$ cat src/rtl/timed_travel_position_tracker_defines.svh
// ----------------------------------------------------------------------------
// timed travel position tracker assertion macros
// shared concurrent assertion forms, clocked on clk and masked during rst
// ----------------------------------------------------------------------------
`ifndef TIMED_TRAVEL_POSITION_TRACKER_DEFINES_SVH
`define TIMED_TRAVEL_POSITION_TRACKER_DEFINES_SVH

// same-cycle implication
`define TTPT_ASSERT_SAME(lbl, ante, cons, msg) \
  lbl: assert property (@(posedge clk) disable iff (rst) (ante) |-> (cons)) else $error(msg);

// next-cycle implication
`define TTPT_ASSERT_NEXT(lbl, ante, cons, msg) \
  lbl: assert property (@(posedge clk) disable iff (rst) (ante) |=> (cons)) else $error(msg);

`endif

$ cat src/rtl/ttpt_pkg.sv
// ----------------------------------------------------------------------------
// ttpt_pkg
// types, constants and register codes of the timed travel position tracker
// ----------------------------------------------------------------------------
`default_nettype none

package ttpt_pkg;

  typedef struct packed {
    logic       cmd;
    logic [7:0] cover_request;
  } in_item_t;

  typedef struct packed {
    logic        motor_running;
    logic        moving_up;
    logic [15:0] position_now;
    logic [15:0] target_now;
    logic [6:0]  cover_now;
  } out_item_t;

  typedef struct packed {
    logic [15:0] top_position;
    logic [15:0] bottom_position;
    logic [15:0] top_overtravel_limit;
    logic [15:0] bottom_overtravel_limit;
  } cfg_t;

  // transaction between the target pipeline and the state stage
  typedef struct packed {
    logic        cmd;
    logic [7:0]  cover_request;
    logic [16:0] quot;
  } tgt_item_t;

  localparam int unsigned CFG_IDX_W  = 2;
  localparam int unsigned CFG_DATA_W = 16;

  localparam logic [CFG_IDX_W-1:0] CFG_TOP_POS    = 2'd0;
  localparam logic [CFG_IDX_W-1:0] CFG_BOTTOM_POS = 2'd1;
  localparam logic [CFG_IDX_W-1:0] CFG_TOP_LIM    = 2'd2;
  localparam logic [CFG_IDX_W-1:0] CFG_BOTTOM_LIM = 2'd3;

  localparam logic CMD_TICK = 1'b0;
  localparam logic CMD_SET  = 1'b1;

  localparam logic [15:0] RST_TOP_POS    = 16'd500;
  localparam logic [15:0] RST_BOTTOM_POS = 16'd4650;
  localparam logic [15:0] RST_TOP_LIM    = 16'd200;
  localparam logic [15:0] RST_BOTTOM_LIM = 16'd4950;

  localparam logic [6:0] PERCENT_MAX = 7'd100;

  // product bias of 100 * 2^16 keeps the signed product non-negative;
  // the 2^16 it adds to the quotient vanishes in the 16-bit target sum
  localparam logic [23:0] PROD_BIAS    = 24'd6553600;
  // ceil(2^31 / 100), exact floor division for values below 2^24
  localparam logic [24:0] RECIP_100    = 25'd21474837;
  localparam int unsigned RECIP_SHIFT  = 31;

endpackage

`default_nettype wire

$ cat src/rtl/timed_travel_position_tracker.sv
// path: input, product and quotient registers of the target, then the state register
// throughput: one transaction per cycle while no held, untaken result stalls it; the multiplies of the
//   target pipeline are staged so only the state update closes on itself
// reset (synchronous, active high): registers return to their defaults, pipeline
//   empties, motor state starts a calibration run upward from the bottom position
// ----------------------------------------------------------------------------
// timed_travel_position_tracker
// dead-reckoning position tracker for a motor-driven blind with config registers
// ----------------------------------------------------------------------------
`default_nettype none

`include "timed_travel_position_tracker_defines.svh"

module timed_travel_position_tracker (
  input  wire                                   clk,
  input  wire                                   rst,
  input  wire                                   in_valid,
  output logic                                  in_ready,
  input  ttpt_pkg::in_item_t                    in_item,
  output logic                                  out_valid,
  input  wire                                   out_ready,
  output ttpt_pkg::out_item_t                   out_item,
  input  wire                                   cfg_we,
  input  wire  [ttpt_pkg::CFG_IDX_W-1:0]        cfg_index,
  input  wire  [ttpt_pkg::CFG_DATA_W-1:0]       cfg_wdata
);
  import ttpt_pkg::*;

  cfg_t      cfg;
  logic      tgt_valid;
  logic      tgt_ready;
  tgt_item_t tgt_item;

  always_ff @(posedge clk) begin
    if (rst) begin
      cfg.top_position            <= RST_TOP_POS;
      cfg.bottom_position         <= RST_BOTTOM_POS;
      cfg.top_overtravel_limit    <= RST_TOP_LIM;
      cfg.bottom_overtravel_limit <= RST_BOTTOM_LIM;
    end else if (cfg_we) begin
      case (cfg_index)
        CFG_TOP_POS:    cfg.top_position            <= cfg_wdata;
        CFG_BOTTOM_POS: cfg.bottom_position         <= cfg_wdata;
        CFG_TOP_LIM:    cfg.top_overtravel_limit    <= cfg_wdata;
        CFG_BOTTOM_LIM: cfg.bottom_overtravel_limit <= cfg_wdata;
        default: begin
        end
      endcase
    end
  end

  ttpt_target u_target (
    .clk       (clk),
    .rst       (rst),
    .in_valid  (in_valid),
    .in_ready  (in_ready),
    .in_item   (in_item),
    .cfg       (cfg),
    .out_valid (tgt_valid),
    .out_ready (tgt_ready),
    .out_item  (tgt_item)
  );

  ttpt_state u_state (
    .clk       (clk),
    .rst       (rst),
    .in_valid  (tgt_valid),
    .in_ready  (tgt_ready),
    .in_item   (tgt_item),
    .cfg       (cfg),
    .out_valid (out_valid),
    .out_ready (out_ready),
    .out_item  (out_item)
  );

  // input can only stall behind a held, untaken result
  `TTPT_ASSERT_SAME(a_stall_cause, !in_ready, out_valid && !out_ready, "input stalled without output backpressure")
  // with no result held every stage can advance
  `TTPT_ASSERT_SAME(a_free_ready, !out_valid, in_ready, "input not ready while output empty")
  // stored percent never leaves its range
  `TTPT_ASSERT_SAME(a_cover_range, 1'b1, out_item.cover_now <= PERCENT_MAX, "cover percent out of range")
  // a held result stays valid until it is taken
  `TTPT_ASSERT_NEXT(a_hold_stalled, out_valid && !out_ready, out_valid, "result dropped while stalled")

endmodule

`default_nettype wire

$ cat src/rtl/ttpt_target.sv
// ----------------------------------------------------------------------------
// ttpt_target
// three-stage pipeline: input register, percent times span, floor divide by 100
// ----------------------------------------------------------------------------
`default_nettype none

module ttpt_target (
  input  wire                  clk,
  input  wire                  rst,
  input  wire                  in_valid,
  output logic                 in_ready,
  input  ttpt_pkg::in_item_t   in_item,
  input  ttpt_pkg::cfg_t       cfg,
  output logic                 out_valid,
  input  wire                  out_ready,
  output ttpt_pkg::tgt_item_t  out_item
);
  import ttpt_pkg::*;

  logic               v1;
  in_item_t           item1;
  logic               v2;
  logic               cmd2;
  logic [7:0]         req2;
  logic [23:0]        prod2;
  logic               v3;
  tgt_item_t          item3;
  logic               rdy1;
  logic               rdy2;
  logic               rdy3;
  logic signed [16:0] span;
  logic signed [24:0] prod_full;
  logic [23:0]        biased;
  logic [48:0]        qprod;

  assign rdy3 = !v3 || out_ready;
  assign rdy2 = !v2 || rdy3;
  assign rdy1 = !v1 || rdy2;
  assign in_ready = rdy1;

  assign span      = $signed({1'b0, cfg.bottom_position}) - $signed({1'b0, cfg.top_position});
  assign prod_full = $signed({1'b0, item1.cover_request[6:0]}) * span;
  assign biased    = prod2 + PROD_BIAS;
  assign qprod     = {25'd0, biased} * {24'd0, RECIP_100};

  always_ff @(posedge clk) begin
    if (rst) begin
      v1 <= 1'b0;
      v2 <= 1'b0;
      v3 <= 1'b0;
    end else begin
      if (rdy1) begin
        v1 <= in_valid;
      end
      if (rdy2) begin
        v2 <= v1;
      end
      if (rdy3) begin
        v3 <= v2;
      end
    end
  end

  always_ff @(posedge clk) begin
    if (rdy1) begin
      item1 <= in_item;
    end
    if (rdy2) begin
      cmd2  <= item1.cmd;
      req2  <= item1.cover_request;
      prod2 <= prod_full[23:0];
    end
    if (rdy3) begin
      item3.cmd           <= cmd2;
      item3.cover_request <= req2;
      item3.quot          <= qprod[RECIP_SHIFT+16:RECIP_SHIFT];
    end
  end

  assign out_valid = v3;
  assign out_item  = item3;

endmodule

`default_nettype wire

$ cat src/rtl/ttpt_state.sv
// ----------------------------------------------------------------------------
// ttpt_state
// position, target and motor state update; the state doubles as result register
// ----------------------------------------------------------------------------
`default_nettype none

module ttpt_state (
  input  wire                  clk,
  input  wire                  rst,
  input  wire                  in_valid,
  output logic                 in_ready,
  input  ttpt_pkg::tgt_item_t  in_item,
  input  ttpt_pkg::cfg_t       cfg,
  output logic                 out_valid,
  input  wire                  out_ready,
  output ttpt_pkg::out_item_t  out_item
);
  import ttpt_pkg::*;

  logic        ovalid;
  logic [15:0] position;
  logic [15:0] target;
  logic        heading_up;
  logic        running;
  logic [6:0]  cover_percent;

  logic [15:0] position_next;
  logic [15:0] target_next;
  logic        heading_up_next;
  logic        running_next;
  logic [6:0]  cover_percent_next;

  logic        fire;
  logic [15:0] pos_dec;
  logic [15:0] pos_inc;
  logic [15:0] tgt_calc;
  logic        req_take;

  assign in_ready = !ovalid || out_ready;
  assign fire     = in_valid && in_ready;

  assign pos_dec  = position - 16'd1;
  assign pos_inc  = position + 16'd1;
  assign req_take = (in_item.cover_request <= {1'b0, PERCENT_MAX})
                 && (in_item.cover_request != {1'b0, cover_percent});

  always_comb begin
    if (in_item.cover_request[6:0] == 7'd0) begin
      tgt_calc = cfg.top_overtravel_limit;
    end else if (in_item.cover_request[6:0] == PERCENT_MAX) begin
      tgt_calc = cfg.bottom_overtravel_limit;
    end else begin
      tgt_calc = cfg.top_position + in_item.quot[15:0];
    end
  end

  always_comb begin
    position_next      = position;
    target_next        = target;
    heading_up_next    = heading_up;
    running_next       = running;
    cover_percent_next = cover_percent;
    case (in_item.cmd)
      CMD_TICK: begin
        if (running) begin
          if (heading_up) begin
            position_next = pos_dec;
            if (pos_dec <= target || pos_dec < cfg.top_overtravel_limit) begin
              running_next = 1'b0;
              // top overtravel re-zero
              if (pos_dec <= cfg.top_overtravel_limit) begin
                position_next = cfg.top_position;
              end
            end
          end else begin
            position_next = pos_inc;
            if (pos_inc >= target || pos_inc > cfg.bottom_overtravel_limit) begin
              running_next = 1'b0;
              if (pos_inc >= cfg.bottom_overtravel_limit) begin
                position_next = cfg.bottom_position;
              end
            end
          end
        end
      end
      CMD_SET: begin
        if (req_take) begin
          cover_percent_next = in_item.cover_request[6:0];
          target_next        = tgt_calc;
          if (tgt_calc != position) begin
            heading_up_next = tgt_calc < position;
            running_next    = 1'b1;
          end
        end
      end
      default: begin
      end
    endcase
  end

  always_ff @(posedge clk) begin
    if (rst) begin
      ovalid        <= 1'b0;
      position      <= RST_BOTTOM_POS;
      target        <= RST_TOP_LIM;
      heading_up    <= 1'b1;
      running       <= 1'b1;
      cover_percent <= 7'd0;
    end else begin
      if (in_ready) begin
        ovalid <= in_valid;
      end
      if (fire) begin
        position      <= position_next;
        target        <= target_next;
        heading_up    <= heading_up_next;
        running       <= running_next;
        cover_percent <= cover_percent_next;
      end
    end
  end

  assign out_valid              = ovalid;
  assign out_item.motor_running = running;
  assign out_item.moving_up     = heading_up;
  assign out_item.position_now  = position;
  assign out_item.target_now    = target;
  assign out_item.cover_now     = cover_percent;

endmodule

`default_nettype wire
$ cat config.mk
export PLATFORM = sky130hd
export DESIGN_NAME = timed_travel_position_tracker
export DESIGN_NICKNAME = d
export VERILOG_FILES = /design/src/rtl/ttpt_pkg.sv /design/src/rtl/timed_travel_position_tracker.sv /design/src/rtl/ttpt_target.sv /design/src/rtl/ttpt_state.sv
export VERILOG_INCLUDE_DIRS = /design/src /design/src/rtl
export SDC_FILE = /design/constraint.sdc
export NUM_CORES = 1
export LEC_CHECK = 0
export ABC_AREA = 1
export BUFFER_PORTS_ARGS = -buffer_cell sky130_fd_sc_hd__buf_2
export CAP_MARGIN = 10
export CORE_UTILIZATION = 30
export CTS_BUF_LIST = sky130_fd_sc_hd__clkbuf_8 sky130_fd_sc_hd__clkbuf_16
export DETAILED_ROUTE_END_ITERATION = 10
export GPL_TIMING_DRIVEN = 0
export PLACE_DENSITY = 0.52
export SLEW_MARGIN = 5
export SYNTH_ARGS = -nofsm -noshare
export SYNTH_HDL_FRONTEND = slang
export SYNTH_SLANG_ARGS = --single-unit
$ cat constraint.sdc
create_clock -name clk -period 16.16 [get_ports clk]
set_input_delay 2.424 -clock clk [delete_from_list [all_inputs] [get_ports clk]]
set_output_delay 2.424 -clock clk [all_outputs]
set_load 0.005 [all_outputs]
# Word level (Yosys, flattened, before mapping)
# Index checks and enable logic that the tools add are counted.
classes:
  add_sub_neg: 5
  mul: 2
  n_lt_le_gt_ge: 8
  eq_ne: 8
  muxes: 14
  n_bitwise: 1
  n_reduce_logical: 22
ops:
  columns: ["op", "count"]
  rows:
  - ["16-bit 2-to-1 mux", 7]
  - ["24-bit by 25-bit multiplier with 47-bit output, second input constant", 1]
  - ["16-bit greater-or-equal comparator", 2]
  - ["16-bit <= comparator", 2]
  - ["16-bit less-than comparator", 2]
  - ["24-bit by 23-bit adder with 24-bit output, second input constant", 1]
  - ["8-bit by 17-bit multiplier with 24-bit output", 1]
  - ["16-bit by 16-bit subtractor with 17-bit output", 1]
  - ["16-bit by 1-bit adder with 16-bit output, second input constant", 1]
  - ["16-bit adder", 1]
  - ["16-bit > comparator", 1]
  - ["16-bit != test", 1]
  - ["16-bit by 1-bit subtractor with 16-bit output, second input constant", 1]
  - ["3-bit AND reduction", 3]
  - ["8-bit by 7-bit <= comparator with 1-bit output, second input constant", 1]
  - ["8-bit by 7-bit != test with 1-bit output", 1]
  - ["2-bit AND reduction", 4]
  - ["7-bit equality test, second input constant", 1]
  - ["7-bit zero test", 1]
  - ["1-bit logical OR", 6]
  - ["1-bit 2-to-1 mux", 6]
  - ["2-bit equality test, second input constant", 2]
  - ["1-bit zero test", 4]
  - ["2-bit by 1-bit != test with 1-bit output, second input constant", 2]
  - ["other kinds (6)", 7]
totals:
  regBits: 176
  input_bits: 32

# Logic depth before layout (Yosys ltp)
logic_depth:
  ltp_word: 7
  mapped_depth: 32

# Modules after synthesis
# From an unflattened synthesis, not the netlist that was laid out.
unflattened:
  cells_unflattened: 3678
  area_unflattened_um2: 27497.6
by_module_without_submodules:
  columns: ["module", "instances", "cells_each", "area_per_inst_um2", "seq_area_each_um2"]
  rows:
  - ["ttpt_target", 1, 2295, 18669.2, 2102.0]
  - ["ttpt_state", 1, 1009, 6204.7, 840.8]
  - ["timed_travel_position_tracker", 1, 374, 2623.8, 1281.2]

# Least setup slack after synthesis
# OpenSTA, ideal clock, no wires.
synth_timing:
  path_type: "register to register"
  startpoint: "reg u_target.prod2[18]"
  endpoint: "reg u_target.item3 (netlist bit u_target.out_item[14]) (data pin)"
  setup_ps: 252
  arrival_ps: 5945
  path_slack_ps: 9963
  stages_incl_launch_ff: 29
  n_path_buf: 0
  period_less_slack_ps: 6197
  path_cell_list: "edfxtp_1 > ha_1 > nand2_1 > inv_1 > or2_4 > xor2_4 > ha_1 > inv_1 > ha_1 > nor2_1 > inv_1 > fa_1 > fa_1 > inv_1 > fa_1 > fa_1 > inv_1 > fa_1 > ha_1 > ha_1 > nand2_1 > nand2_1 > a31oi_1 > o21ai_0 > a21oi_1 > a21boi_0 > nand2_1 > nand2_1 > nand2_1"
synth_via:
  elab_chain_cells: 2
synth_rtl:
  columns: ["element", "line_no", "rtl"]
  rows:
  - ["start, declared", "ttpt_target.sv:25", "logic [23:0] prod2;"]
  - ["start signal, assigned", "ttpt_target.sv:71", "prod2 <= prod_full[23:0];"]
  - ["24-bit by 23-bit adder with 24-bit output", "ttpt_target.sv:43", "assign biased = prod2 + PROD_BIAS;"]
  - ["24-bit by 25-bit multiplier with 47-bit output", "ttpt_target.sv:44", "assign qprod = {25'd0, biased} * {24'd0, RECIP_100};"]
  - ["named net u_target.qprod[45]", "ttpt_target.sv:34", "logic [48:0] qprod;"]
  - ["end, declared", "ttpt_target.sv:27", "tgt_item_t item3;"]
# The timed path passes the listed nets, and every way through them passes these cells.
# A chain may end at the register's enable or synchronous reset.

# Worst setup path in the final report
layout_timing:
  startpoint: "reg u_target.prod2[19]"
  endpoint: "reg u_target.item3 (netlist bit u_target.out_item[15]) (data pin)"
# Same word-level chain as after synthesis.

==> impl_metrics.tcl <==
set metrics [dict create \
    cts_buffers 17 \
    crit_arrival_ns 7.08 \
    post_cts_buffers 0 \
    synth-main-ff-cell "dfxtp_1" \
    grt_pass1_wl_mm 121 \
    diodes 0 \
    syn_avg_cell_area_um2 8.11 \
    drive_gt1_share_pct 6.26 \
    area_growth_pct 9.34 \
    whs_path_depth 0 \
    yosysSeqAreaShare_pct 16.4 \
    finalMaxSlewViolations 0 \
    io_pins 75 \
    synth_edf_count 67 \
    path_common_cell "inv_1" \
    path_max_fanout 5 \
    grt.overflow.total 0 \
    rows 106 \
    synthDistinctLibCells 57 \
    async_flop_share_pct 0 \
    grt_max_degree 28 \
    postCtsHoldBufs 0 \
    start_util_pct 30.5 \
    grt_pass1_vias 20500 \
    clockRootBuffer "clkbuf_16" \
    min_period_ns 6.89 \
    drc 0 \
    crit_type "reg -> reg" \
    synth_cells 3154 \
    rr_worst_depth 30 \
    hold_path_class "reg -> reg" \
    vias 20600 \
    synth_top_area_share_pct 22.5 \
    synth_top_cell_by_area "fa_1" \
    core_mm2 0.0840 \
    die_x_um 294 \
    viasPerCell 4.69 \
    period_share_pct 42.6 \
    ant_nets 0 \
    rsz0062_at_grt "no" \
    drv_cap 0 \
    clkSlewWorstSetupHoldPaths_ns 0.08 \
    setup_viol 0 \
    firstDrtPassIters 6 \
    clock_path_buffers 2 \
    clock_latency_ns 0.47 \
    synth.area.top_cells "fa_1 (22%), ha_1 (20%), inv_1 (10%)" \
    track_usage_pct 18.5 \
    port_buffers 74 \
    slew_headroom_pct 29.0 \
    worst_ep_required_time_ns 16.35 \
    gp_congestion 0.923 \
    dpl.hpwl_mm 67.9 \
    synthesis.nets 3876 \
    die_h_um 294 \
    tightest_slew_ns 1.06 \
    layout.nets 3970 \
    slowest_stage "fa_1" \
    cts_resized 0 \
    synth-seq-cells 176 \
    syn-cell-area_mm2 0.0256 \
    status "completed" \
    slowest_delay_ns 0.55 \
    finalHoldViolations 0 \
    start_kind "flop" \
    grt_antenna_before_repair 0 \
    finalSetupTns_ns 0 \
    htree_levels 4 \
    fmax_mhz 145 \
    clkSinkCount 176 \
    worstSetupEndpointType "flop" \
    dieArea_mm2 0.0864 \
    wl_per_cell_um 17.8 \
    drt_iter0_drc 1314 \
    routed_wl_mm 78.1 \
    cts_tree "yes" \
    ys_warn_count 0 \
    fin_worst_skew_ns 0.0190 \
]
Yosys cell counts, drive strengths merged (20+ instances only):
master	number
nor3	31
nor2	261
nand2	425
edfxtp	67
dfxtp	109
o211ai	20
clkbuf	31
buf	26
xor2	75
a21oi	229
nand4	28
nand3	152
ha	403
inv	718
xnor2	26
fa	287
o21ai	174
worst paths after layout:
path,start,to,slack (ns)
worst max register to register,u_target.prod2[19],u_target.out_item[15],9.27
worst max-delay path,u_target.prod2[19],u_target.out_item[15],9.27
worst min-delay path,u_target.req2[1],u_target.out_item[18],0.42
worst min register to register,u_target.req2[1],u_target.out_item[18],0.42
critical path, delay by kind of cell (launching register included):
| kind | cells | cell delay (ns) |
|---|---|---|
| buf+inv | 8 | 0.57 |
| simple gates | 8 | 1.21 |
| xor+xnor | 2 | 0.31 |
| compound gates | 2 | 0.35 |
| flops | 1 | 0.48 |
| fa+ha+maj | 10 | 3.68 |
flip-flops by register name, indices dropped and copies added (netlist names):
signal / flops
u_target.item1: 9
cfg: 64
u_state.out_valid: 1
u_target.cmd2: 1
u_state.heading_up: 1
u_target.v1: 1
u_target.out_item: 25
u_state.running: 1
u_state.target: 16
u_target.prod2: 24
u_state.position: 16
u_target.req2: 8
u_target.v2: 1
u_target.out_valid: 1
u_state.cover_percent: 7
metal layers:
layer / global-route usage, % / wire [um] / vias to the layer above
li1: - / - / 10200
met1: 25.0 / 36100 / 9861
met2: 30.9 / 36600 / 462
met3: 1.99 / 3120 / 86
met4: 5.39 / 2230 / 0
met5: 0 / 0 / -
cells in the final DEF (no fill, tap or decap), types with 12 or more instances in the layout:
master,n
nand4_1,28
ha_1,403
nor3_1,24
xnor2_1,25
nand3_1,148
inv_1,711
clkbuf_16,17
edfxtp_1,67
dfxtp_1,109
xor2_1,69
a21oi_2,12
clkbuf_1,30
fa_1,287
o21ai_1,18
nand2_1,416
a21oi_1,216
o21bai_1,13
nor2_1,254
buf_2,89
o211ai_1,19
a31oi_1,17
o21ai_0,155
per-stage QoR:
| step | hold slack (ns) | instance area (um^2) | utilization (%) | worst slack [ns] | instances |
|---|---|---|---|---|---|
| after floorplan | 0.400 | 25600 | - | 9.96 | 3154 |
| after global placement | 0.404 | 27400 | 32.6 | 9.38 | 4362 |
| after detailed placement | 0.405 | 27400 | 32.6 | 9.35 | 4363 |
| after CTS | 0.420 | 28000 | 33.3 | 9.31 | 4395 |
| after global routing | 0.423 | 28000 | 33.3 | 8.86 | 4395 |
| final | 0.417 | 28000 | 33.3 | 9.27 | 4395 |
area by class of cell:
class                      count  area (um^2)
clock inverter                15          155
buffer                        57          294
multi-input combinational   2197        18400
fill                        8996        56000
tap                         1134         1420
sequential                   176         4190
clock buffer                  17          425
timing repair buffer          75          390
inverter                     724         2720
cells by family (layout without fill, tap and decap cells):
family / count (synthesis) / count (layout) / share of synthesized area (%)
AO/OA/AOI/OAI: 479 / 479 / 10.4
adder cells (fa/ha/maj): 690 / 690 / 42.2
XOR/XNOR: 101 / 101 / 3.71
buffers and inverters: 781 / 888 / 11.8
multiplexers: 1 / 1 / 0.0391
AND/OR/NAND/NOR: 926 / 926 / 15.5
flip-flops: 176 / 176 / 16.4
Power is not shown: default switching activity piles up to over one toggle a cycle in this logic, so the estimate is an artifact.
